$ cat src/design/wpc_pkg.sv
// Shared constants, types and the arctangent table for the waypoint heading controller.
`timescale 1ns / 1ps
`default_nettype none

package wpc_pkg;

    localparam int MAX_WAYPOINTS = 16;
    localparam int CORDIC_STEPS  = 14;
    localparam int CORDIC_ITERS  = (CORDIC_STEPS < 24) ? CORDIC_STEPS : 24;
    localparam int ITER_W        = (CORDIC_ITERS > 1) ? $clog2(CORDIC_ITERS) : 1;
    localparam int ADDR_W        = (MAX_WAYPOINTS > 1) ? $clog2(MAX_WAYPOINTS) : 1;

    localparam int MODE_W     = 1;
    localparam int SLOT_W     = 4;
    localparam int COORD_W    = 16;
    localparam int HEAD_W     = 15;
    localparam int LIN_W      = 15;
    localparam int ANG_W      = 16;
    localparam int IDX_W      = 5;
    localparam int TOL_W      = 14;
    localparam int CFG_IDX_W  = 3;
    localparam int CFG_DATA_W = 15;

    localparam int DIFF_W = COORD_W + 1;
    localparam int PROD_W = 2 * DIFF_W;
    localparam int CX_W   = 32;
    localparam int CZ_W   = 24;
    localparam int ERR_W  = 18;

    localparam logic signed [CZ_W-1:0]  PI_Q20     = CZ_W'(3294199);
    localparam logic signed [ERR_W-1:0] PI_Q12     = ERR_W'(12868);
    localparam logic signed [ERR_W-1:0] TWO_PI_Q12 = ERR_W'(25736);

    typedef enum logic [CFG_IDX_W-1:0] {
        CFG_FORWARD_SPEED,
        CFG_TURN_RATE,
        CFG_REACH_RADIUS,
        CFG_HEADING_TOL,
        CFG_WAYPOINT_COUNT
    } cfg_idx_t;

    typedef enum logic [1:0] {
        MUL_RADIUS,
        MUL_DX,
        MUL_DY
    } mul_sel_t;

    typedef enum logic [1:0] {
        OUT_LOAD,
        OUT_FINISH,
        OUT_REACH,
        OUT_STEER
    } out_kind_t;

    typedef struct packed {
        logic       capture;
        logic       diff_en;
        mul_sel_t   mul_sel;
        logic       rsq_en;
        logic       dist_ld;
        logic       dist_acc;
        logic       idx_inc;
        logic       cordic_init;
        logic       cordic_step;
        logic       bear_en;
        logic       wrap_en;
        logic       out_load;
        out_kind_t  out_kind;
    } cmd_t;

    typedef struct packed {
        logic is_tick;
        logic at_end;
        logic in_reach;
        logic cordic_last;
        logic err_ok;
    } status_t;

    // atan(2^-i) in Q.20
    function automatic logic signed [CZ_W-1:0] atan_q20(input logic [4:0] i);
        logic signed [CZ_W-1:0] v;
        unique case (i)
            5'd0:    v = CZ_W'(823550);
            5'd1:    v = CZ_W'(486170);
            5'd2:    v = CZ_W'(256879);
            5'd3:    v = CZ_W'(130396);
            5'd4:    v = CZ_W'(65451);
            5'd5:    v = CZ_W'(32757);
            5'd6:    v = CZ_W'(16383);
            5'd7:    v = CZ_W'(8192);
            5'd8:    v = CZ_W'(4096);
            5'd9:    v = CZ_W'(2048);
            5'd10:   v = CZ_W'(1024);
            5'd11:   v = CZ_W'(512);
            5'd12:   v = CZ_W'(256);
            5'd13:   v = CZ_W'(128);
            5'd14:   v = CZ_W'(64);
            5'd15:   v = CZ_W'(32);
            5'd16:   v = CZ_W'(16);
            5'd17:   v = CZ_W'(8);
            5'd18:   v = CZ_W'(4);
            5'd19:   v = CZ_W'(2);
            5'd20:   v = CZ_W'(1);
            default: v = '0;
        endcase
        return v;
    endfunction

endpackage

`default_nettype wire

$ cat src/design/wpc_ctrl.sv
// Sequencing state machine for the waypoint heading controller.
`timescale 1ns / 1ps
`default_nettype none

module wpc_ctrl
    import wpc_pkg::*;
(
    input  wire logic    clk,
    input  wire logic    rst_n,
    input  wire logic    in_valid,
    output logic         in_ready,
    output logic         out_valid,
    input  wire logic    out_ready,
    input  wire status_t status,
    output cmd_t         cmd
);

    typedef enum logic [3:0] {
        S_IDLE,
        S_CHECK,
        S_SQR,
        S_SQX,
        S_SQY,
        S_SUM,
        S_CMP,
        S_ITER,
        S_BEAR,
        S_WRAP,
        S_DONE
    } state_t;

    state_t    state_reg, state_next;
    logic      out_valid_reg, out_valid_next;
    out_kind_t kind_reg, kind_next;
    logic      out_free;

    assign out_free  = !out_valid_reg || out_ready;
    assign in_ready  = (state_reg == S_IDLE);
    assign out_valid = out_valid_reg;

    always_comb
    begin
        state_next     = state_reg;
        kind_next      = kind_reg;
        out_valid_next = out_valid_reg && !out_ready;
        cmd            = '0;
        cmd.mul_sel    = MUL_RADIUS;
        cmd.out_kind   = kind_reg;
        unique case (state_reg)
            S_IDLE:
            begin
                if (in_valid)
                begin
                    cmd.capture = 1'b1;
                    state_next  = S_CHECK;
                end
            end
            S_CHECK:
            begin
                if (!status.is_tick)
                begin
                    kind_next  = OUT_LOAD;
                    state_next = S_DONE;
                end
                else if (status.at_end)
                begin
                    kind_next  = OUT_FINISH;
                    state_next = S_DONE;
                end
                else
                begin
                    cmd.diff_en = 1'b1;
                    state_next  = S_SQR;
                end
            end
            S_SQR:
            begin
                cmd.mul_sel = MUL_RADIUS;
                state_next  = S_SQX;
            end
            S_SQX:
            begin
                cmd.mul_sel = MUL_DX;
                cmd.rsq_en  = 1'b1;
                state_next  = S_SQY;
            end
            S_SQY:
            begin
                cmd.mul_sel = MUL_DY;
                cmd.dist_ld = 1'b1;
                state_next  = S_SUM;
            end
            S_SUM:
            begin
                cmd.dist_acc = 1'b1;
                state_next   = S_CMP;
            end
            S_CMP:
            begin
                if (status.in_reach)
                begin
                    cmd.idx_inc = 1'b1;
                    kind_next   = OUT_REACH;
                    state_next  = S_DONE;
                end
                else
                begin
                    cmd.cordic_init = 1'b1;
                    state_next      = S_ITER;
                end
            end
            S_ITER:
            begin
                cmd.cordic_step = 1'b1;
                if (status.cordic_last)
                begin
                    state_next = S_BEAR;
                end
            end
            S_BEAR:
            begin
                cmd.bear_en = 1'b1;
                state_next  = S_WRAP;
            end
            S_WRAP:
            begin
                if (status.err_ok)
                begin
                    kind_next  = OUT_STEER;
                    state_next = S_DONE;
                end
                else
                begin
                    cmd.wrap_en = 1'b1;
                end
            end
            S_DONE:
            begin
                if (out_free)
                begin
                    cmd.out_load   = 1'b1;
                    out_valid_next = 1'b1;
                    state_next     = S_IDLE;
                end
            end
            default:
            begin
                state_next = S_IDLE;
            end
        endcase
    end

    always_ff @(posedge clk or negedge rst_n)
    begin
        if (!rst_n)
        begin
            state_reg     <= S_IDLE;
            out_valid_reg <= 1'b0;
            kind_reg      <= OUT_LOAD;
        end
        else
        begin
            state_reg     <= state_next;
            out_valid_reg <= out_valid_next;
            kind_reg      <= kind_next;
        end
    end

endmodule

`default_nettype wire

$ cat src/design/wpc_datapath.sv
// Datapath: waypoint table, settings, distance multiplier, CORDIC unit and result register.
`timescale 1ns / 1ps
`default_nettype none

module wpc_datapath
    import wpc_pkg::*;
(
    input  wire logic                        clk,
    input  wire logic                        rst_n,
    input  wire cmd_t                        cmd,
    output status_t                          status,
    input  wire logic                        cfg_valid,
    input  wire logic [CFG_IDX_W-1:0]        cfg_index,
    input  wire logic [CFG_DATA_W-1:0]       cfg_data,
    input  wire logic [MODE_W-1:0]           mode,
    input  wire logic [SLOT_W-1:0]           slot,
    input  wire logic signed [COORD_W-1:0]   waypoint_x,
    input  wire logic signed [COORD_W-1:0]   waypoint_y,
    input  wire logic signed [COORD_W-1:0]   pose_x,
    input  wire logic signed [COORD_W-1:0]   pose_y,
    input  wire logic signed [HEAD_W-1:0]    pose_heading,
    output logic [LIN_W-1:0]                 linear_cmd,
    output logic signed [ANG_W-1:0]          angular_cmd,
    output logic [IDX_W-1:0]                 target_index,
    output logic                             reached,
    output logic                             finished,
    output logic                             turning
);

    logic [LIN_W-1:0]  fwd_reg;
    logic [LIN_W-1:0]  turn_reg;
    logic [LIN_W-1:0]  reach_reg;
    logic [TOL_W-1:0]  tol_reg;
    logic [IDX_W-1:0]  count_reg;
    logic [IDX_W-1:0]  idx_reg;

    logic signed [COORD_W-1:0] tab_x_reg [MAX_WAYPOINTS];
    logic signed [COORD_W-1:0] tab_y_reg [MAX_WAYPOINTS];

    logic [MODE_W-1:0]         mode_reg;
    logic signed [COORD_W-1:0] pose_x_reg, pose_y_reg;
    logic signed [HEAD_W-1:0]  heading_reg;
    logic signed [DIFF_W-1:0]  dx_reg, dy_reg;
    logic [PROD_W-1:0]         prod_reg, rsq_reg, dist_reg;
    logic signed [CX_W-1:0]    cx_reg, cy_reg;
    logic signed [CZ_W-1:0]    cz_reg;
    logic [ITER_W-1:0]         iter_reg;
    logic                      zero_reg;
    logic signed [ERR_W-1:0]   err_reg;

    logic [LIN_W-1:0]          lin_reg;
    logic signed [ANG_W-1:0]   ang_reg;
    logic [IDX_W-1:0]          tidx_reg;
    logic                      reached_reg, finished_reg, turning_reg;

    logic [ADDR_W-1:0]         rd_addr;
    logic signed [COORD_W-1:0] tgt_x, tgt_y;
    logic signed [DIFF_W-1:0]  mul_a, mul_b;
    logic signed [PROD_W-1:0]  prod_full;
    logic signed [CX_W-1:0]    x0, y0, xs, ys;
    logic signed [CZ_W-1:0]    atan_i;
    logic signed [CZ_W:0]      z_round;
    logic signed [ERR_W-1:0]   bear_ext, head_ext, tol_s;
    logic                      err_hi, err_lo, turn_cond;
    logic signed [ANG_W-1:0]   turn_s;

    assign rd_addr = ADDR_W'(idx_reg);
    assign tgt_x   = tab_x_reg[rd_addr];
    assign tgt_y   = tab_y_reg[rd_addr];

    always_comb
    begin
        unique case (cmd.mul_sel)
            MUL_DX:
            begin
                mul_a = dx_reg;
                mul_b = dx_reg;
            end
            MUL_DY:
            begin
                mul_a = dy_reg;
                mul_b = dy_reg;
            end
            default:
            begin
                mul_a = $signed(DIFF_W'(reach_reg));
                mul_b = $signed(DIFF_W'(reach_reg));
            end
        endcase
    end

    assign prod_full = mul_a * mul_b;

    assign x0     = CX_W'(dx_reg) <<< 12;
    assign y0     = CX_W'(dy_reg) <<< 12;
    assign xs     = cx_reg >>> iter_reg;
    assign ys     = cy_reg >>> iter_reg;
    assign atan_i = atan_q20(5'(iter_reg));

    assign z_round  = (CZ_W + 1)'(cz_reg) + (CZ_W + 1)'(128);
    assign bear_ext = zero_reg ? '0 : ERR_W'(z_round >>> 8);
    assign head_ext = ERR_W'(heading_reg);

    assign err_hi    = err_reg > PI_Q12;
    assign err_lo    = err_reg < -PI_Q12;
    assign tol_s     = $signed(ERR_W'(tol_reg));
    assign turn_cond = (err_reg > tol_s) || (err_reg < -tol_s);
    assign turn_s    = $signed(ANG_W'(turn_reg));

    assign status.is_tick     = mode_reg[0];
    assign status.at_end      = (32'(idx_reg) >= 32'(count_reg))
                                || (32'(idx_reg) >= MAX_WAYPOINTS);
    assign status.in_reach    = dist_reg < rsq_reg;
    assign status.cordic_last = (iter_reg == ITER_W'(CORDIC_ITERS - 1));
    assign status.err_ok      = !err_hi && !err_lo;

    // settings and waypoint index
    always_ff @(posedge clk or negedge rst_n)
    begin
        if (!rst_n)
        begin
            fwd_reg   <= LIN_W'(77);
            turn_reg  <= LIN_W'(2048);
            reach_reg <= LIN_W'(77);
            tol_reg   <= TOL_W'(410);
            count_reg <= '0;
            idx_reg   <= '0;
        end
        else
        begin
            if (cfg_valid)
            begin
                unique case (cfg_index)
                    CFG_FORWARD_SPEED:  fwd_reg   <= cfg_data[LIN_W-1:0];
                    CFG_TURN_RATE:      turn_reg  <= cfg_data[LIN_W-1:0];
                    CFG_REACH_RADIUS:   reach_reg <= cfg_data[LIN_W-1:0];
                    CFG_HEADING_TOL:    tol_reg   <= cfg_data[TOL_W-1:0];
                    CFG_WAYPOINT_COUNT: count_reg <= cfg_data[IDX_W-1:0];
                    default:            ;
                endcase
            end
            if (cmd.idx_inc)
            begin
                idx_reg <= idx_reg + IDX_W'(1);
            end
        end
    end

    always_ff @(posedge clk)
    begin
        if (cmd.capture && (mode == '0) && (32'(slot) < MAX_WAYPOINTS))
        begin
            tab_x_reg[ADDR_W'(slot)] <= waypoint_x;
            tab_y_reg[ADDR_W'(slot)] <= waypoint_y;
        end
    end

    always_ff @(posedge clk)
    begin
        prod_reg <= $unsigned(prod_full);
        if (cmd.capture)
        begin
            mode_reg    <= mode;
            pose_x_reg  <= pose_x;
            pose_y_reg  <= pose_y;
            heading_reg <= pose_heading;
        end
        if (cmd.diff_en)
        begin
            dx_reg <= DIFF_W'(tgt_x) - DIFF_W'(pose_x_reg);
            dy_reg <= DIFF_W'(tgt_y) - DIFF_W'(pose_y_reg);
        end
        if (cmd.rsq_en)
        begin
            rsq_reg <= prod_reg;
        end
        if (cmd.dist_ld)
        begin
            dist_reg <= prod_reg;
        end
        else if (cmd.dist_acc)
        begin
            dist_reg <= dist_reg + prod_reg;
        end
        if (cmd.cordic_init)
        begin
            iter_reg <= '0;
            zero_reg <= (dx_reg == '0) && (dy_reg == '0);
            if (dx_reg < 0)
            begin
                cx_reg <= -x0;
                cy_reg <= -y0;
                cz_reg <= (dy_reg >= 0) ? PI_Q20 : -PI_Q20;
            end
            else
            begin
                cx_reg <= x0;
                cy_reg <= y0;
                cz_reg <= '0;
            end
        end
        else if (cmd.cordic_step)
        begin
            iter_reg <= iter_reg + ITER_W'(1);
            if (cy_reg >= 0)
            begin
                cx_reg <= cx_reg + ys;
                cy_reg <= cy_reg - xs;
                cz_reg <= cz_reg + atan_i;
            end
            else
            begin
                cx_reg <= cx_reg - ys;
                cy_reg <= cy_reg + xs;
                cz_reg <= cz_reg - atan_i;
            end
        end
        if (cmd.bear_en)
        begin
            err_reg <= bear_ext - head_ext;
        end
        else if (cmd.wrap_en)
        begin
            err_reg <= err_hi ? (err_reg - TWO_PI_Q12) : (err_reg + TWO_PI_Q12);
        end
        if (cmd.out_load)
        begin
            tidx_reg     <= idx_reg;
            lin_reg      <= '0;
            ang_reg      <= '0;
            reached_reg  <= 1'b0;
            finished_reg <= 1'b0;
            turning_reg  <= 1'b0;
            unique case (cmd.out_kind)
                OUT_FINISH: finished_reg <= 1'b1;
                OUT_REACH:  reached_reg  <= 1'b1;
                OUT_STEER:
                begin
                    if (turn_cond)
                    begin
                        turning_reg <= 1'b1;
                        ang_reg     <= (err_reg > 0) ? turn_s : -turn_s;
                    end
                    else
                    begin
                        lin_reg <= fwd_reg;
                        ang_reg <= ANG_W'(err_reg >>> 1);
                    end
                end
                default:    ;
            endcase
        end
    end

    assign linear_cmd   = lin_reg;
    assign angular_cmd  = ang_reg;
    assign target_index = tidx_reg;
    assign reached      = reached_reg;
    assign finished     = finished_reg;
    assign turning      = turning_reg;

endmodule

`default_nettype wire

$ cat src/design/waypoint_heading_controller_unit.sv
// Top level of the turn-then-go waypoint heading controller.
`timescale 1ns / 1ps
`default_nettype none

// Every input transaction gives exactly one result transaction. A load
// (mode 0) writes a waypoint and answers; a tick either finds the route
// done, or reaches a waypoint once the squared distance is known, or
// steers. A steering tick runs the 14 steps of the iterative CORDIC atan2
// unit, one step a cycle, after a shared 17 x 17 multiplier has formed the
// squared distance, then forms the heading error and wraps it if needed.
// One item is in flight at a time; the result register lets the next item
// in while a result still waits. Settings are written over the cfg channel,
// which is always ready; the user must write them only while the block is
// idle, as the block itself does not enforce this.

module waypoint_heading_controller_unit
    import wpc_pkg::*;
(
    input  wire logic                        clk,
    input  wire logic                        rst_n,
    input  wire logic                        cfg_valid,
    output logic                             cfg_ready,
    input  wire logic [CFG_IDX_W-1:0]        cfg_index,
    input  wire logic [CFG_DATA_W-1:0]       cfg_data,
    input  wire logic                        in_valid,
    output logic                             in_ready,
    input  wire logic [MODE_W-1:0]           mode,
    input  wire logic [SLOT_W-1:0]           slot,
    input  wire logic signed [COORD_W-1:0]   waypoint_x,
    input  wire logic signed [COORD_W-1:0]   waypoint_y,
    input  wire logic signed [COORD_W-1:0]   pose_x,
    input  wire logic signed [COORD_W-1:0]   pose_y,
    input  wire logic signed [HEAD_W-1:0]    pose_heading,
    output logic                             out_valid,
    input  wire logic                        out_ready,
    output logic [LIN_W-1:0]                 linear_cmd,
    output logic signed [ANG_W-1:0]          angular_cmd,
    output logic [IDX_W-1:0]                 target_index,
    output logic                             reached,
    output logic                             finished,
    output logic                             turning
);

    cmd_t    cmd;
    status_t status;

    assign cfg_ready = 1'b1;

    wpc_ctrl u_ctrl (
        .clk       (clk),
        .rst_n     (rst_n),
        .in_valid  (in_valid),
        .in_ready  (in_ready),
        .out_valid (out_valid),
        .out_ready (out_ready),
        .status    (status),
        .cmd       (cmd)
    );

    wpc_datapath u_datapath (
        .clk          (clk),
        .rst_n        (rst_n),
        .cmd          (cmd),
        .status       (status),
        .cfg_valid    (cfg_valid),
        .cfg_index    (cfg_index),
        .cfg_data     (cfg_data),
        .mode         (mode),
        .slot         (slot),
        .waypoint_x   (waypoint_x),
        .waypoint_y   (waypoint_y),
        .pose_x       (pose_x),
        .pose_y       (pose_y),
        .pose_heading (pose_heading),
        .linear_cmd   (linear_cmd),
        .angular_cmd  (angular_cmd),
        .target_index (target_index),
        .reached      (reached),
        .finished     (finished),
        .turning      (turning)
    );

endmodule

`default_nettype wire

$ cat config.mk
export PLATFORM = sky130hd
export DESIGN_NAME = waypoint_heading_controller_unit
export DESIGN_NICKNAME = d
export VERILOG_FILES = /design/src/design/wpc_pkg.sv /design/src/design/wpc_ctrl.sv /design/src/design/wpc_datapath.sv /design/src/design/waypoint_heading_controller_unit.sv
export SDC_FILE = /design/constraint.sdc
export NUM_CORES = 2
export LEC_CHECK = 0
export BUFFER_PORTS_ARGS = -buffer_cell sky130_fd_sc_hd__buf_2
export CORE_MARGIN = 1
export CORE_UTILIZATION = 65
export CTS_CLUSTER_DIAMETER = 100
export CTS_CLUSTER_SIZE = 25
export DETAILED_ROUTE_END_ITERATION = 10
export GPL_TIMING_DRIVEN = 0
export PLACE_DENSITY = 0.82
export SLEW_MARGIN = 20
export SYNTH_ARGS = -nofsm -noshare
export SYNTH_HDL_FRONTEND = slang
export SYNTH_HIERARCHICAL = 1
export SYNTH_SLANG_ARGS = --single-unit
$ cat constraint.sdc
create_clock -name clk -period 14.9 [get_ports clk]
set_input_delay 2.98 -clock clk [delete_from_list [all_inputs] [get_ports clk]]
set_output_delay 2.98 -clock clk [all_outputs]
set_load 0.1 [all_outputs]
# Word-level counts from Yosys, hierarchy flattened
# Memory sizes are Yosys's and may differ from the RTL's. A register that Yosys moved wholly into a read port is not among the register bits.
# Cells that the tools add are included.
# W data, S select, Z words.
[op_classes] muxes=62 multipliers=1 shift=2 n_eq_ne=26 n_bitwise=2 n_addsub=19 magnitude_cmp=11 n_reduce_logical=27
[ops] cell="$mux W32" n=8
[ops] cell="$mux W24" n=5
[ops] cell="$mux W18" n=4
[ops] cell="$mux W34" n=2
[ops] cell="$add A32 B32 Y32" n=2
[ops] cell="$neg A29 Y32" n=2
[ops] cell="$sshr A32 B4 Y32" n=2
[ops] cell="$sub A32 B32 Y32" n=2
[ops] cell="$pmux W4 S11" n=1
[ops] cell="$mux W4" n=9
[ops] cell="$add A34 B34 Y34" n=1
[ops] cell="$logic_not A17 Y1" n=2
[ops] cell="$lt A34 B34 Y1" n=1
[ops] cell="$mul A17 B17 Y34" n=1
[ops] cell="$pmux W17 S2" n=1
[ops] cell="$sub A16 B16 Y17" n=2
[ops] cell="$ge A32 B1 Y1 const B" n=1
[ops] cell="$mux W16" n=2
[ops] cell="$add A24 B9 Y25 const B" n=1
[ops] cell="$add A24 B24 Y24" n=1
[ops] cell="$sub A24 B24 Y24" n=1
[ops] cell="$mux W1" n=23
[ops] cell="$add A18 B16 Y18 const B" n=1
[ops] cell="$gt A18 B1 Y1 const B" n=1
[ops] cell="40 further kinds" n=74
[totals] mem_count=3 mem_bits_rw=512 romBits=320 regBits=410 word_cells=183 in_bits=107
[memory_table] name="(name not given)" depth=16 width=20 rd=1 rd_clocked_by_memory_dff=1 wr=0 line="wpc_pkg.sv:82" source="unique case (i)"
[memory_table] name="u_datapath.tab_x_reg" depth=16 width=16 rd=1 rd_clocked_by_memory_dff=0 wr=1 line="wpc_datapath.sv:37" source="logic signed [COORD_W-1:0] tab_x_reg [MAX_WAYPOINTS];"
[memory_table] name="u_datapath.tab_y_reg" depth=16 width=16 rd=1 rd_clocked_by_memory_dff=0 wr=1 line="wpc_datapath.sv:38" source="logic signed [COORD_W-1:0] tab_y_reg [MAX_WAYPOINTS];"

# Logic depth before layout (Yosys ltp)
[depth] word_depth=7 ltp_mapped=36 ltp_nobuf=32

# Cells and area by module
# Netlist, hierarchy kept.
[by_module_without_submodules] module="wpc_datapath" area_each_um2=60321.6 n_inst=1 cells_per_inst=4952
[by_module_without_submodules] module="wpc_ctrl" area_each_um2=556.8 n_inst=1 cells_per_inst=70
[by_module_without_submodules] module="waypoint_heading_controller_unit" area_each_um2=11.3 n_inst=1 cells_per_inst=2

# Least setup slack after synthesis
# No wires, ideal clock.
[synth_timing] kind="register to register" start="reg u_ctrl.state_reg[0]" end="reg u_datapath.prod_reg[33]" path_slack_ns=6.328 stages_incl_launch_ff=33 setup_ns=0.132 period_less_slack_ns=8.572 arrival_time_ns=8.441 n_path_buf=3 required_time_ns=14.768 path_cell_list="dfrtp_1 clkbuf_1 nand2_1 nor3_1 inv_1 ha_1 clkbuf_1 clkinv_1 buf_1 mux2i_1 clkinv_1 nand2_1 inv_1 fa_1 inv_1 fa_1 fa_1 inv_1 fa_1 fa_1 inv_1 fa_1 inv_1 ha_1 a21o_1 or4_1 nor2_1 a21oi_1 a221oi_1 o21a_1 o2111ai_1 a2111oi_0 nor3b_1"
[synth_lines] item="from (decl)" line="wpc_ctrl.sv:32" source="state_t state_reg, state_next;"
[synth_lines] item="from (signal assigned)" line="wpc_ctrl.sv:163" source="state_reg <= state_next;"
[synth_lines] item="to (signal assigned)" line="wpc_datapath.sv:160" source="prod_reg <= $unsigned(prod_full);"
[synth_lines] item="to (decl)" line="wpc_datapath.sv:44" source="logic [PROD_W-1:0] prod_reg, rsq_reg, dist_reg;"

==> results.yml <==
logic_synthesis:
  post_synth_main_area_contributors: "sky130_fd_sc_hd__edfxtp_1 40%, sky130_fd_sc_hd__fa_1 8.9%, sky130_fd_sc_hd__mux4_2 8.4%"
  synthArstFlopShare_pct: 8.09
  syn-cell-area_um2: 60900
  yosys.cell_count.top_type: "sky130_fd_sc_hd__edfxtp_1"
  mappedNetlistNets: 5764
  synth_area_per_cell_um2: 12.1
  netlist.area_leader.share_pct: 39.8
  synth_largest_area_cell: "sky130_fd_sc_hd__edfxtp_1"
  synth-seq-area-share_pct: 44.8
  postSynth.topFlopCell: "sky130_fd_sc_hd__edfxtp_1"
  synth_cell_type_count: 90
  number_of_flops_mapped_to_enable_cells_by_yosys: 807
  synthesis.yosys.warnings: 6
  synthesis.instances: 5024
  ys_ff_latch: 940
  yosys-top-cells-count: "807 x sky130_fd_sc_hd__edfxtp_1, 522 x sky130_fd_sc_hd__inv_1, 362 x sky130_fd_sc_hd__ha_1"
floorplanning:
  core-area_um2: 92200
  boundaryPins: 149
  dieArea_um2: 94900
  die_y_um: 308
  die_width_um: 308
  rows: 111
  initial_utilization_pct: 66.0
setup_path:
  critical_path.startpoint_type: "flop"
  critical_path.reg2reg.startpoint: "u_ctrl/state_reg[3]$_DFFE_PN0P_"
  worst_ep_required_time_ns: 15.51
  top_cell_by_count_worst_path: "sky130_fd_sc_hd__fa_1"
  critical_path.startpoint: "u_ctrl/state_reg[3]$_DFFE_PN0P_"
  critPathMaxStageDelay_ns: 0.85
  crit_fanout: 10
  worstSetupPathType: "reg2reg"
  cp_data_arrival_time_ns: 11.65
  timing.critical_path.to_type: "flop"
  crit_slowest_cell: "sky130_fd_sc_hd__mux2i_1"
drt:
  drt.antenna.violating_nets: 0
  detailedRoute.firstPassIterationCount: 6
  drt-total-wl_mm: 168
  post_drt_via_cell_ratio: 6.47
  route.detailed.drc: 0
  route.detailed.wl_per_inst_um: 25.6
  vias: 42417
  detailedRoute.firstIterationViolations: 4697
placement:
  placement.io_buffers: 147
  routabilityCongestion: 1.01
  detailed_place_hpwl_mm: 125
  place_area_um2: 64100
  dp_worst_setup_slack_ns: 4.24
clock_tree:
  cts-buffers-inserted: 47
  tritoncts: "yes"
  clock_path_buffers: 3
  cts.clk_slew.worst_paths_ns: 0.10
  cts-resized-gates: 0
  cts.sink_count: 940
  ctsRootBufferMaster: "sky130_fd_sc_hd__clkbuf_16"
  cts_hold_buffers: 0
  post_cts_buffers: 0
  htreeDepth: 2
  clock_latency_ns: 0.67
final_layout:
  final_core_util_pct: 71.1
  area_growth_pct: 7.73
  post_route_cells_drive_above_1_share_pct: 13.7
  nets: 6014
  final_cell_area_um2: 65600
sta:
  max_freq_ghz: 0.0906
  period_needed_ns: 11.04
  final.period_utilization_pct: 74.1
  finalHoldViolations: 0
  timing_worst_slew_pin_value_ns: 1.15
  setup_ws_ns: 3.86
  timing.max_slew.rel_slack_pct: 21.0
  setup-tns-final_ns: 0
  slew_violations: 0
  finalClockSkew_ns: 0.0438
  rsz0062_at_grt: "no"
  setup_violations: 0
grt:
  grt_max_degree: 51
  first_pass_grt_wire_length_mm: 251
  antenna_violations_before_repair: 11
  vias_in_the_first_global_route: 41978
  grt.total_usage_pct: 35.4
  globalRoute.totalOverflow: 0
worst_hold_path:
  hold_start: "u_datapath/prod_reg[0]$_DFF_P_"
  hp-class: "reg2reg"
status:
  run_status: "finished clean"
run:
  drv.max_cap_violation_count: 0
[layout make-up]
class / count / area, um2
Multi-Input combinational cell: 3381 / 31000
Sequential cell: 940 / 27300
Fill cell: 6339 / 26600
Inverter: 533 / 2000
Tap cell: 1243 / 1560
Timing Repair Buffer: 201 / 1530
Clock buffer: 63 / 1240
Buffer: 170 / 708
Clock inverter: 13 / 199
Antenna cell: 11 / 27.5
[through the flow]
stage	hold slack, ns	cells
floorplan	0.429	5024
finish	0.481	6555
detailed placement	0.461	6468
CTS	0.482	6544
global placement	0.457	6414
global route	0.490	6552
[routing by layer]
layer / vias up / GRT usage (%) / wire (um)
li1: 18681 / - / -
met1: 20892 / 46.1 / 62800
met2: 2371 / 58.1 / 79900
met3: 469 / 5.96 / 15800
met4: 4 / 17.1 / 9160
met5: - / 0 / 27
[worst paths after layout]
kind / slack [ns] / cells after the start / endpoint
max: 3.86 / 31 / u_datapath/prod_reg[32]$_DFF_P_
min: 0.48 / 0 / u_datapath/rsq_reg[0]$_DFFE_PP_
max reg2reg: 3.86 / 31 / u_datapath/prod_reg[32]$_DFF_P_
min reg2reg: 0.48 / 0 / u_datapath/rsq_reg[0]$_DFFE_PP_
max in group asynchronous: 12.01 / 2 / u_datapath/reach_reg[2]$_DFFE_PN1P_
min in group asynchronous: 2.24 / 1 / u_datapath/fwd_reg[14]$_DFFE_PN0P_
[kinds of logic after synthesis]
| family | Yosys count | synth area share (%) |
|---|---|---|
| AO/OA/AOI/OAI | 887 | 9.35 |
| adder cells (fa/ha/maj) | 633 | 16.3 |
| multiplexers | 400 | 11.5 |
| buffers and inverters | 703 | 4.43 |
| XOR/XNOR | 335 | 4.84 |
| other | 1 | 0.00616 |
| flip-flops | 940 | 44.8 |
| AND/OR/NAND/NOR | 1125 | 8.66 |
[layout by cell type, fill, tap and decap left out, drive strengths merged, types with 14 or more instances in the layout]
cell type  Yosys  final
a211oi        26     26
a21boi        16     16
a21o         107    107
a21oi        192    192
a31oi         26     26
and2          29     29
and3          31     31
buf           61    255
clkbuf       109    179
clkinv         9     17
dfrtp         62     62
dfstp         14     14
dfxtp         57     57
edfxtp       807    807
fa           271    271
ha           362    362
inv          524    529
mux2         120    120
mux2i         51     51
mux4         229    229
nand2        359    359
nand2b        51     51
nand3         67     67
nand4         25     25
nor2         317    317
nor2b         42     42
nor3          78     78
o21a          34     34
o21ai        263    263
o21bai        24     24
o2bb2ai       16     16
o31ai         39     39
o41ai         14     14
or2           26     26
or3           32     32
or4           19     19
xnor2        209    209
xor2         125    125
[worst max-delay path, delay by kind of cell, from the launching register on]
kind	cells	cell delay, ns
AOI/OAI and AO/OA	6	1.94
DFF	1	0.36
xor gates and xnor gates	1	0.12
muxes	1	0.85
buffers and inverters	10	2.28
and+or+nand+nor	5	1.73
adders and majority gates	8	3.69
Power is left out: the tool's default activity adds up to more than one toggle a clock period on the data nets, which glitch-free logic cannot reach.
